==> src/rtl/iirdf2_pkg.sv <==
// ----------------------------------------------------------------------------
// iirdf2_pkg
// Widths, control word types and the sequencer program of the direct form II
// IIR filter.
// ----------------------------------------------------------------------------
`default_nettype none

package iirdf2_pkg;

    localparam int MAX_ORDER_DEF = 8;

    localparam int ORD_W     = 4;
    localparam int IDX_W     = 4;
    localparam int SMP_W     = 24;
    localparam int COEF_W    = 24;
    localparam int DLY_W     = 32;
    localparam int PROD_W    = COEF_W + DLY_W;
    localparam int ACC_W     = 64;
    localparam int FRAC_BITS = 20;

    localparam logic [DLY_W-1:0] W_MAX = {1'b0, {(DLY_W-1){1'b1}}};
    localparam logic [DLY_W-1:0] W_MIN = {1'b1, {(DLY_W-1){1'b0}}};
    localparam logic [SMP_W-1:0] Y_MAX = {1'b0, {(SMP_W-1){1'b1}}};
    localparam logic [SMP_W-1:0] Y_MIN = {1'b1, {(SMP_W-1){1'b0}}};

    localparam logic FUNC_FILTER = 1'b0;
    localparam logic FUNC_COEF   = 1'b1;
    localparam logic SET_NUM     = 1'b0;
    localparam logic SET_DEN     = 1'b1;

    typedef logic [2:0] t_pc;

    localparam t_pc PC_START  = 3'd0;
    localparam t_pc PC_TAP_A  = 3'd1;
    localparam t_pc PC_TAP_B  = 3'd2;
    localparam t_pc PC_W0     = 3'd3;
    localparam t_pc PC_MUL_B0 = 3'd4;
    localparam t_pc PC_SETTLE = 3'd5;
    localparam t_pc PC_OUT    = 3'd6;

    typedef enum logic [2:0] {
        C_NEXT,
        C_JUMP,
        C_START,
        C_LOOP,
        C_OUT
    } t_cond;

    typedef enum logic [1:0] {
        M_NONE,
        M_AD,
        M_BD,
        M_BW
    } t_mul;

    typedef enum logic [1:0] {
        DW_NONE,
        DW_TAP,
        DW_W0
    } t_dwr;

    typedef struct packed {
        t_cond cond;
        t_pc   target;
        logic  rd_en;
        logic  dec_k;
        t_mul  mul;
        t_dwr  dwr;
        logic  w0_lat;
    } t_uword;

    // Sequencer program. One pass per sample: two steps per tap share the
    // multiplier between the denominator and numerator products.
    function automatic t_uword ucode(input t_pc pc);
        t_uword w;
        w = '0;
        case (pc)
            PC_START: begin
                w.cond   = C_START;
                w.target = PC_W0;
                w.rd_en  = 1'b1;
            end
            PC_TAP_A: begin
                w.cond = C_NEXT;
                w.mul  = M_AD;
                w.dwr  = DW_TAP;
            end
            PC_TAP_B: begin
                w.cond   = C_LOOP;
                w.target = PC_TAP_A;
                w.rd_en  = 1'b1;
                w.dec_k  = 1'b1;
                w.mul    = M_BD;
            end
            PC_W0: begin
                w.cond   = C_NEXT;
                w.w0_lat = 1'b1;
            end
            PC_MUL_B0: begin
                w.cond = C_NEXT;
                w.mul  = M_BW;
                w.dwr  = DW_W0;
            end
            PC_SETTLE: begin
                w.cond = C_NEXT;
            end
            PC_OUT: begin
                w.cond   = C_OUT;
                w.target = PC_START;
            end
            default: begin
                w.cond   = C_JUMP;
                w.target = PC_START;
            end
        endcase
        return w;
    endfunction

endpackage

`default_nettype wire

==> src/rtl/iirdf2_if.sv <==
// ----------------------------------------------------------------------------
// iirdf2 channel interfaces
// Valid/ready channels for input items and result items of the filter.
// ----------------------------------------------------------------------------
`default_nettype none

interface iirdf2_in_if import iirdf2_pkg::*; ();
    logic                    valid;
    logic                    ready;
    logic                    func;
    logic signed [SMP_W-1:0] sample_in;
    logic                    clear_history;
    logic                    coef_set;
    logic [IDX_W-1:0]        coef_index;
    logic signed [COEF_W-1:0] coef_value;

    modport source (
        output valid, func, sample_in, clear_history, coef_set, coef_index, coef_value,
        input  ready
    );
    modport sink (
        input  valid, func, sample_in, clear_history, coef_set, coef_index, coef_value,
        output ready
    );
endinterface

interface iirdf2_out_if import iirdf2_pkg::*; ();
    logic                    valid;
    logic                    ready;
    logic signed [SMP_W-1:0] filtered_out;
    logic                    saturated;

    modport source (
        output valid, filtered_out, saturated,
        input  ready
    );
    modport sink (
        input  valid, filtered_out, saturated,
        output ready
    );
endinterface

`default_nettype wire

==> src/rtl/iir_direct_form_two_top.sv <==
// ----------------------------------------------------------------------------
// iir_direct_form_two_top
// Direct form II IIR filter of programmable order with one shared
// multiply-accumulate unit driven by a microcoded sequencer.
// ----------------------------------------------------------------------------
//  channel   dir   handshake        payload
//  i_in      in    valid / ready    func, sample_in, clear_history, coef_*
//  o_out     out   valid / ready    filtered_out, saturated
//  i_cfg     in    i_cfg_we         i_cfg_wdata (filter order)
//
//  A coefficient write completes as it is accepted. A sample holds off the
//  next item from acceptance until its pass ends; the single 24x32
//  multiplier serves one product per cycle, two per tap.
//  Reset clears the stores through per-entry valid bits, with no clearing pass.
//  A full output register stalls the sequencer at its last step only.
// ----------------------------------------------------------------------------
`default_nettype none

module iir_direct_form_two_top import iirdf2_pkg::*; #(
    parameter int MAX_ORDER = MAX_ORDER_DEF
) (
    input  wire logic             i_clk,
    input  wire logic             i_rst_n,
    iirdf2_in_if.sink             i_in,
    iirdf2_out_if.source          o_out,
    input  wire logic             i_cfg_we,
    input  wire logic [ORD_W-1:0] i_cfg_wdata
);

    localparam int DEPTH = MAX_ORDER + 1;
    localparam int KW    = $clog2(DEPTH);

    t_pc    r_pc, n_pc;
    t_uword uw;

    logic [KW-1:0]    r_k, n_k;
    logic [ORD_W-1:0] r_order;
    logic [KW-1:0]    eff_order;

    logic in_acc, smp_go, cof_go, clr_now, idx_ok;
    logic rd_go, d_rd_go, out_load;
    logic [KW-1:0] d_raddr, c_raddr, c_waddr;

    // Stores and their valid bits.
    logic [DLY_W-1:0]  mem_d [DEPTH];
    logic [COEF_W-1:0] mem_a [DEPTH];
    logic [COEF_W-1:0] mem_b [DEPTH];
    logic [DEPTH-1:0]  r_d_vld, r_a_vld, r_b_vld;

    logic [DLY_W-1:0]  r_d_rd;
    logic [COEF_W-1:0] r_a_rd, r_b_rd;
    logic              r_d_v, r_a_v, r_b_v;
    logic [DLY_W-1:0]  d_eff;
    logic [COEF_W-1:0] a_eff, b_eff;

    logic              d_we;
    logic [KW-1:0]     d_waddr;
    logic [DLY_W-1:0]  d_wdata;

    logic signed [COEF_W-1:0] mul_c;
    logic signed [DLY_W-1:0]  mul_d;
    logic signed [PROD_W-1:0] mul_p;
    logic signed [PROD_W-1:0] r_prod;
    t_mul                     r_ptag;
    logic [ACC_W-1:0]         prod_x;
    logic [ACC_W-1:0]         r_acc_a, r_acc_b;

    logic             w0_fits, y_fits;
    logic [DLY_W-1:0] w0_val;
    logic [SMP_W-1:0] y_val;
    logic [DLY_W-1:0] r_w0;
    logic             r_sat;

    logic             r_out_vld;
    logic [SMP_W-1:0] r_y;
    logic             r_sat_out;

    assign uw = ucode(r_pc);

    assign i_in.ready = (r_pc == PC_START);
    assign in_acc     = i_in.valid & i_in.ready;
    assign smp_go     = in_acc & (i_in.func == FUNC_FILTER);
    assign cof_go     = in_acc & (i_in.func == FUNC_COEF);
    assign clr_now    = smp_go & i_in.clear_history;
    assign idx_ok     = {{(32-IDX_W){1'b0}}, i_in.coef_index} <= 32'(MAX_ORDER);
    assign c_waddr    = KW'(i_in.coef_index);

    // An order above the built maximum acts as the maximum.
    always_comb begin
        if ({{(32-ORD_W){1'b0}}, r_order} > 32'(MAX_ORDER)) begin
            eff_order = KW'(MAX_ORDER);
        end else begin
            eff_order = KW'(r_order);
        end
    end

    assign out_load = (uw.cond == C_OUT) && (!r_out_vld || o_out.ready);

    always_comb begin
        if (uw.cond == C_START && smp_go) begin
            n_k = eff_order;
        end else if (uw.dec_k) begin
            n_k = r_k - KW'(1);
        end else begin
            n_k = r_k;
        end
    end

    always_comb begin
        case (uw.cond)
            C_NEXT:  n_pc = r_pc + t_pc'(1);
            C_JUMP:  n_pc = uw.target;
            C_START: begin
                if (smp_go) begin
                    n_pc = (eff_order == '0) ? uw.target : r_pc + t_pc'(1);
                end else begin
                    n_pc = r_pc;
                end
            end
            C_LOOP:  n_pc = (n_k != '0) ? uw.target : r_pc + t_pc'(1);
            C_OUT:   n_pc = out_load ? uw.target : r_pc;
            default: n_pc = PC_START;
        endcase
    end

    // Reads fetch the tap below the counter and the coefficients at it into
    // registers, ahead of the multiplier steps that use them.
    assign rd_go   = uw.rd_en && (uw.cond != C_START || smp_go);
    assign d_rd_go = rd_go && (n_k != '0);
    assign d_raddr = n_k - KW'(1);
    assign c_raddr = n_k;

    assign d_eff = r_d_v ? r_d_rd : '0;
    assign a_eff = r_a_v ? r_a_rd : '0;
    assign b_eff = r_b_v ? r_b_rd : '0;

    always_comb begin
        d_we    = 1'b0;
        d_waddr = r_k;
        d_wdata = d_eff;
        case (uw.dwr)
            DW_TAP: d_we = 1'b1;
            DW_W0: begin
                d_we    = 1'b1;
                d_waddr = '0;
                d_wdata = r_w0;
            end
            default: d_we = 1'b0;
        endcase
    end

    // Store data and read ports.
    always_ff @(posedge i_clk) begin
        if (d_we) begin
            mem_d[d_waddr] <= d_wdata;
        end
        if (cof_go && idx_ok && i_in.coef_set == SET_NUM) begin
            mem_b[c_waddr] <= i_in.coef_value;
        end
        if (cof_go && idx_ok && i_in.coef_set == SET_DEN) begin
            mem_a[c_waddr] <= i_in.coef_value;
        end
        if (d_rd_go) begin
            r_d_rd <= mem_d[d_raddr];
            r_d_v  <= r_d_vld[d_raddr] & ~clr_now;
        end
        if (rd_go) begin
            r_a_rd <= mem_a[c_raddr];
            r_a_v  <= r_a_vld[c_raddr];
            r_b_rd <= mem_b[c_raddr];
            r_b_v  <= r_b_vld[c_raddr];
        end
    end

    always_ff @(posedge i_clk) begin
        if (!i_rst_n) begin
            r_d_vld <= '0;
            r_a_vld <= '0;
            r_b_vld <= '0;
        end else begin
            if (clr_now) begin
                r_d_vld <= '0;
            end else if (d_we) begin
                r_d_vld[d_waddr] <= 1'b1;
            end
            if (cof_go && idx_ok && i_in.coef_set == SET_NUM) begin
                r_b_vld[c_waddr] <= 1'b1;
            end
            if (cof_go && idx_ok && i_in.coef_set == SET_DEN) begin
                r_a_vld[c_waddr] <= 1'b1;
            end
        end
    end

    // Shared multiplier; the product is registered and accumulated in the cycle after.
    assign mul_c  = (uw.mul == M_AD) ? a_eff : b_eff;
    assign mul_d  = (uw.mul == M_BW) ? r_w0 : d_eff;
    assign mul_p  = mul_c * mul_d;
    assign prod_x = {{(ACC_W-PROD_W){r_prod[PROD_W-1]}}, r_prod};

    always_ff @(posedge i_clk) begin
        r_prod <= mul_p;
        if (smp_go) begin
            r_acc_a <= {{(ACC_W-SMP_W-FRAC_BITS){i_in.sample_in[SMP_W-1]}},
                        i_in.sample_in, {FRAC_BITS{1'b0}}};
            r_acc_b <= '0;
        end else begin
            case (r_ptag)
                M_AD:        r_acc_a <= r_acc_a - prod_x;
                M_BD, M_BW:  r_acc_b <= r_acc_b + prod_x;
                default:     r_acc_b <= r_acc_b;
            endcase
        end
    end

    // Shift right by the fraction bits is a slice; clip where the upper bits
    // are not all copies of the sign.
    assign w0_fits = (&r_acc_a[ACC_W-1:FRAC_BITS+DLY_W-1]) |
                     ~(|r_acc_a[ACC_W-1:FRAC_BITS+DLY_W-1]);
    assign w0_val  = w0_fits ? r_acc_a[FRAC_BITS+DLY_W-1:FRAC_BITS] :
                     (r_acc_a[ACC_W-1] ? W_MIN : W_MAX);
    assign y_fits  = (&r_acc_b[ACC_W-1:FRAC_BITS+SMP_W-1]) |
                     ~(|r_acc_b[ACC_W-1:FRAC_BITS+SMP_W-1]);
    assign y_val   = y_fits ? r_acc_b[FRAC_BITS+SMP_W-1:FRAC_BITS] :
                     (r_acc_b[ACC_W-1] ? Y_MIN : Y_MAX);

    always_ff @(posedge i_clk) begin
        if (uw.w0_lat) begin
            r_w0  <= w0_val;
            r_sat <= ~w0_fits;
        end
        if (out_load) begin
            r_y       <= y_val;
            r_sat_out <= r_sat | ~y_fits;
        end
    end

    always_ff @(posedge i_clk) begin
        if (!i_rst_n) begin
            r_pc      <= PC_START;
            r_k       <= '0;
            r_order   <= ORD_W'(1);
            r_ptag    <= M_NONE;
            r_out_vld <= 1'b0;
        end else begin
            r_pc   <= n_pc;
            r_k    <= n_k;
            r_ptag <= uw.mul;
            if (i_cfg_we) begin
                r_order <= i_cfg_wdata;
            end
            if (out_load) begin
                r_out_vld <= 1'b1;
            end else if (o_out.ready) begin
                r_out_vld <= 1'b0;
            end
        end
    end

    assign o_out.valid        = r_out_vld;
    assign o_out.filtered_out = r_y;
    assign o_out.saturated    = r_sat_out;

endmodule

`default_nettype wire

==> src/flat_wrapper.sv <==
// flat-port wrapper written by rule: the top's interface ports become plain ports
module iir_direct_form_two_top_flat import iirdf2_pkg::*;
#(
    parameter int MAX_ORDER = MAX_ORDER_DEF
)
  (i_clk, i_rst_n, i_cfg_we, i_cfg_wdata, i_in_valid, i_in_func, i_in_sample_in, i_in_clear_history, i_in_coef_set, i_in_coef_index, i_in_coef_value, i_in_ready, o_out_valid, o_out_filtered_out, o_out_saturated, o_out_ready);
  iirdf2_in_if i_in_i ();
  iirdf2_out_if o_out_i ();
  input  wire logic i_clk;
  input  wire logic i_rst_n;
  input  wire logic i_cfg_we;
  input  wire logic [ORD_W-1:0] i_cfg_wdata;
  input wire logic [$bits(i_in_i.valid)-1:0] i_in_valid;
  input wire logic [$bits(i_in_i.func)-1:0] i_in_func;
  input wire logic [$bits(i_in_i.sample_in)-1:0] i_in_sample_in;
  input wire logic [$bits(i_in_i.clear_history)-1:0] i_in_clear_history;
  input wire logic [$bits(i_in_i.coef_set)-1:0] i_in_coef_set;
  input wire logic [$bits(i_in_i.coef_index)-1:0] i_in_coef_index;
  input wire logic [$bits(i_in_i.coef_value)-1:0] i_in_coef_value;
  output wire logic [$bits(i_in_i.ready)-1:0] i_in_ready;
  output wire logic [$bits(o_out_i.valid)-1:0] o_out_valid;
  output wire logic [$bits(o_out_i.filtered_out)-1:0] o_out_filtered_out;
  output wire logic [$bits(o_out_i.saturated)-1:0] o_out_saturated;
  input wire logic [$bits(o_out_i.ready)-1:0] o_out_ready;
  assign i_in_i.valid = i_in_valid;
  assign i_in_i.func = i_in_func;
  assign i_in_i.sample_in = i_in_sample_in;
  assign i_in_i.clear_history = i_in_clear_history;
  assign i_in_i.coef_set = i_in_coef_set;
  assign i_in_i.coef_index = i_in_coef_index;
  assign i_in_i.coef_value = i_in_coef_value;
  assign i_in_ready = i_in_i.ready;
  assign o_out_valid = o_out_i.valid;
  assign o_out_filtered_out = o_out_i.filtered_out;
  assign o_out_saturated = o_out_i.saturated;
  assign o_out_i.ready = o_out_ready;
  iir_direct_form_two_top #(.MAX_ORDER(MAX_ORDER)) u_core (.i_clk(i_clk), .i_rst_n(i_rst_n), .i_in(i_in_i), .o_out(o_out_i), .i_cfg_we(i_cfg_we), .i_cfg_wdata(i_cfg_wdata));
endmodule
==> config.mk <==
export PLATFORM = sky130hd
export DESIGN_NAME = iir_direct_form_two_top_flat
export DESIGN_NICKNAME = d
export VERILOG_FILES = /design/src/rtl/iirdf2_pkg.sv /design/src/rtl/iirdf2_if.sv /design/src/rtl/iir_direct_form_two_top.sv /design/src/flat_wrapper.sv
export SDC_FILE = /design/constraint.sdc
export NUM_CORES = 2
export LEC_CHECK = 0
export ABC_AREA = 1
export BUFFER_PORTS_ARGS = -buffer_cell sky130_fd_sc_hd__clkbuf_2
export CORE_AREA = 2 2 449 451
export CTS_CLUSTER_SIZE = 20
export DETAILED_ROUTE_END_ITERATION = 8
export DIE_AREA = 0 0 451 453
export PLACE_DENSITY = 0.65
export SLEW_MARGIN = 20
export SYNTH_ARGS = -nofsm -noshare
export SYNTH_HDL_FRONTEND = slang
export SYNTH_SLANG_ARGS = --single-unit
==> constraint.sdc <==
create_clock -name i_clk -period 21.7 [get_ports i_clk]
set_input_delay 4.34 -clock i_clk [delete_from_list [all_inputs] [get_ports i_clk]]
set_output_delay 4.34 -clock i_clk [all_outputs]
set_load 0.02 [all_outputs]
==> reports/results.tsv <==
metric	value	unit
vias post-DR	62700	
startpoint types	register	
Tmin final	9.49	ns
1st-iter DRT viols	6247	
Async SR Flop Fraction	0	%
Port Buffers	90	
Reg2Reg Depth	30	
Arr. time, crit path	10.19	ns
Syn-to-layout area delta	9.18	%
gr usage total	25.6	%
max cap viols	0	
CP most frequent cell	inv_1	
FF+latch count, synth	1086	
HP Class	register to register	
First-pass DRT Iterations	7	
register area	0.0308	sq mm
final hold slack	0.455	ns
Ys Warns	0	
Mapped Nets	9966	
RSZ-0062 raised after global routing	false	
area taken by multi-input logic gates	0.0418	sq mm
dpl hpwl	190000	microns
status	finished, final reports clean	
Netlist cell types	54	
CTS resizes	0	
Core Util, Final	43.6	%
Hold Path Cell Cnt	2	
GP Congestion	0.992	
slowest cell on the critical path	inv_1	
die height	453	microns
Sinks on Clock Net	1086	
CP Max Fanout	23	
reg-to-reg slack, setup	12.21	ns
Buf/Inv on CP	11	
postcts setup bufs	0	
vias in the first global route	63600	
CTS tree	built	
I/O Pins	91	
worst hold path startpoint	u_core.r_acc_a[14]	
Syn Area/Cell	9.00	sq um
initial antenna violation count	12	
Post-Route WL	263000	microns
DRC violations left	0	
critical path class	register to register	
Rows	164	
Post-Syn Area	0.0795	sq mm
largest stage delay on the critical path	0.83	ns
crit-path leading delay family	adder cells	
Final Hold Viols	0	
Filler cells	19200	
Nets	9955	
most common cell after layout, fill and taps aside	nand2_1	
Hold Path Sink	u_core.r_acc_a[14]	
Clock transition at path regs	0.07	ns
clk buf depth	3	
Slew Viols, Final	0	
R2R Path End	u_core.r_prod[54]	
Slew @ Worst Pin	1.18	ns
layout cells sized above 1	5.94	%
grt total ovfl	0	
Reg-to-Reg Start	u_core.r_pc[0]	
max_slew headroom	20.6	%
Tcrit/Tclk final	43.7	%
die area	0.204	sq mm
Setup TNS	0	ns
f_max	0.105	GHz
Post-Synthesis Cells	8834	
first-pass GRT wire length	394000	microns
most frequent cells in the layout	nand2_1, inv_1, nor2_1	
pin count of the biggest net entering global routing	123	
final setup violation count	0	
# H-tree levels	3	
Starting Density	39.9	%
Clock Tree Root	clkbuf_16	
Crit. End Element	register	
Vias per Instance	5.42	
critical path required time	22.40	ns
Skew-Pair Late Insertion Delay	0.80	ns
Num CTS Buffers	114	
Die W	451	microns
Avg WL per Cell	22.7	microns
EDFF count, synth	905	
sequential fraction of the synthesis area	38.7	%
area of the core	0.199	sq mm
Hold Buf Count CTS	0	
ys flop type	edfxtp_1	
Final ANT Viol Nets	0	
Setup Skew	0.102	ns
-- cell usage after synthesis (9+ instances only) --
master    number  share of area, %
a21boi_0      13              0.12
a21o_1        12              0.11
a21oi_1      362               2.3
a22oi_1       12              0.11
a22oi_2       10              0.16
buf_1         27              0.13
buf_2         89              0.56
buf_6         16              0.23
clkbuf_1     199              0.94
dfxtp_1      181               4.6
edfxtp_1     905                34
fa_1         785                20
ha_1         283               4.5
inv_1       1526               7.2
inv_2         12             0.057
nand2_1     1751               8.3
nand3_1      394               2.5
nand3b_1       9             0.085
nand4_1       49              0.39
nor2_1      1069               5.0
nor3_1        45              0.28
nor4_1        19              0.15
o211ai_1     223               2.1
o21a_1        29              0.27
o21ai_0      419               2.6
o21ai_1       50              0.31
o21bai_1      41              0.39
or2_0         30              0.24
or2_1         63              0.50
or2_2         63              0.50
xnor2_1       25              0.28
xor2_1        68              0.75
-- layout make-up --
cell class | instances | share of cell area, %
Clock inverter | 65 | 0.728
Antenna cell | 7 | 0.0202
Multi-Input combinational cell | 5870 | 48.1
Timing Repair Buffer | 206 | 1.61
Clock buffer | 147 | 3.52
Inverter | 1545 | 6.69
Sequential cell | 1086 | 35.5
Tap cell | 2656 | 3.83
-- flip-flops by register name, indices dropped and copies added, names as in the netlist, 9 cells and up --
name                       cells
u_core.mem_d                 288
u_core.mem_a                 216
u_core.mem_b                 216
u_core.r_acc_a                64
u_core.r_acc_b                64
u_core.r_prod                 56
u_core.r_d_rd                 32
u_core.r_w0                   32
u_core.o_out.filtered_out     24
u_core.r_a_rd                 24
u_core.r_b_rd                 24
u_core.r_a_vld                 9
u_core.r_b_vld                 9
u_core.r_d_vld                 9
-- metal layers --
layer	vias to the layer above	wire length (microns)	track usage (%)
met5	-	109	0
met4	14	15200	12.8
met2	2875	121000	41.9
li1	28200	-	-
met3	658	22400	4.39
met1	31000	104000	32.7
-- worst max-delay path by stage --
stage                        start                end  cells past startpoint
detailed placement  u_core.r_pc[0]  u_core.r_prod[55]                     33
floorplan                i_in_func   u_core.r_d_rd[0]                      6
finish              u_core.r_pc[0]  u_core.r_prod[54]                     30
CTS                 u_core.r_pc[0]  u_core.r_prod[54]                     30
global route        u_core.r_pc[0]  u_core.r_prod[48]                     29
global placement         i_in_func       u_core.r_d_v                     15
-- logic make-up after synthesis --
| family | share of synthesized area (%) |
|---|---|
| AOI/OAI and AO/OA | 8.76 |
| buffers and inverters | 9.17 |
| and+or+nand+nor | 18.1 |
| DFF | 38.7 |
| xor gates and xnor gates | 1.02 |
| adders and majority gates | 24.2 |
-- through the flow --
| stage | std cells | setup slack (ns) | area (sq um) |
|---|---|---|---|
| finish | 11600 | 12.21 | 86800 |
| global route | 11600 | 11.73 | 86800 |
| CTS | 11600 | 12.32 | 86800 |
| detailed placement | 11400 | 12.36 | 83100 |
| global placement | 11400 | 12.41 | 83000 |
| floorplan | 8834 | 13.42 | 79500 |
-- tightest hold or removal path: cells and delay by family, from the launching register on --
kind,cells,cell delay (ns)
DFF,1,0.31
and+or+nand+nor,2,0.10
Power is not shown: default switching activity piles up to over one toggle a cycle in this logic, so the estimate is an artifact.
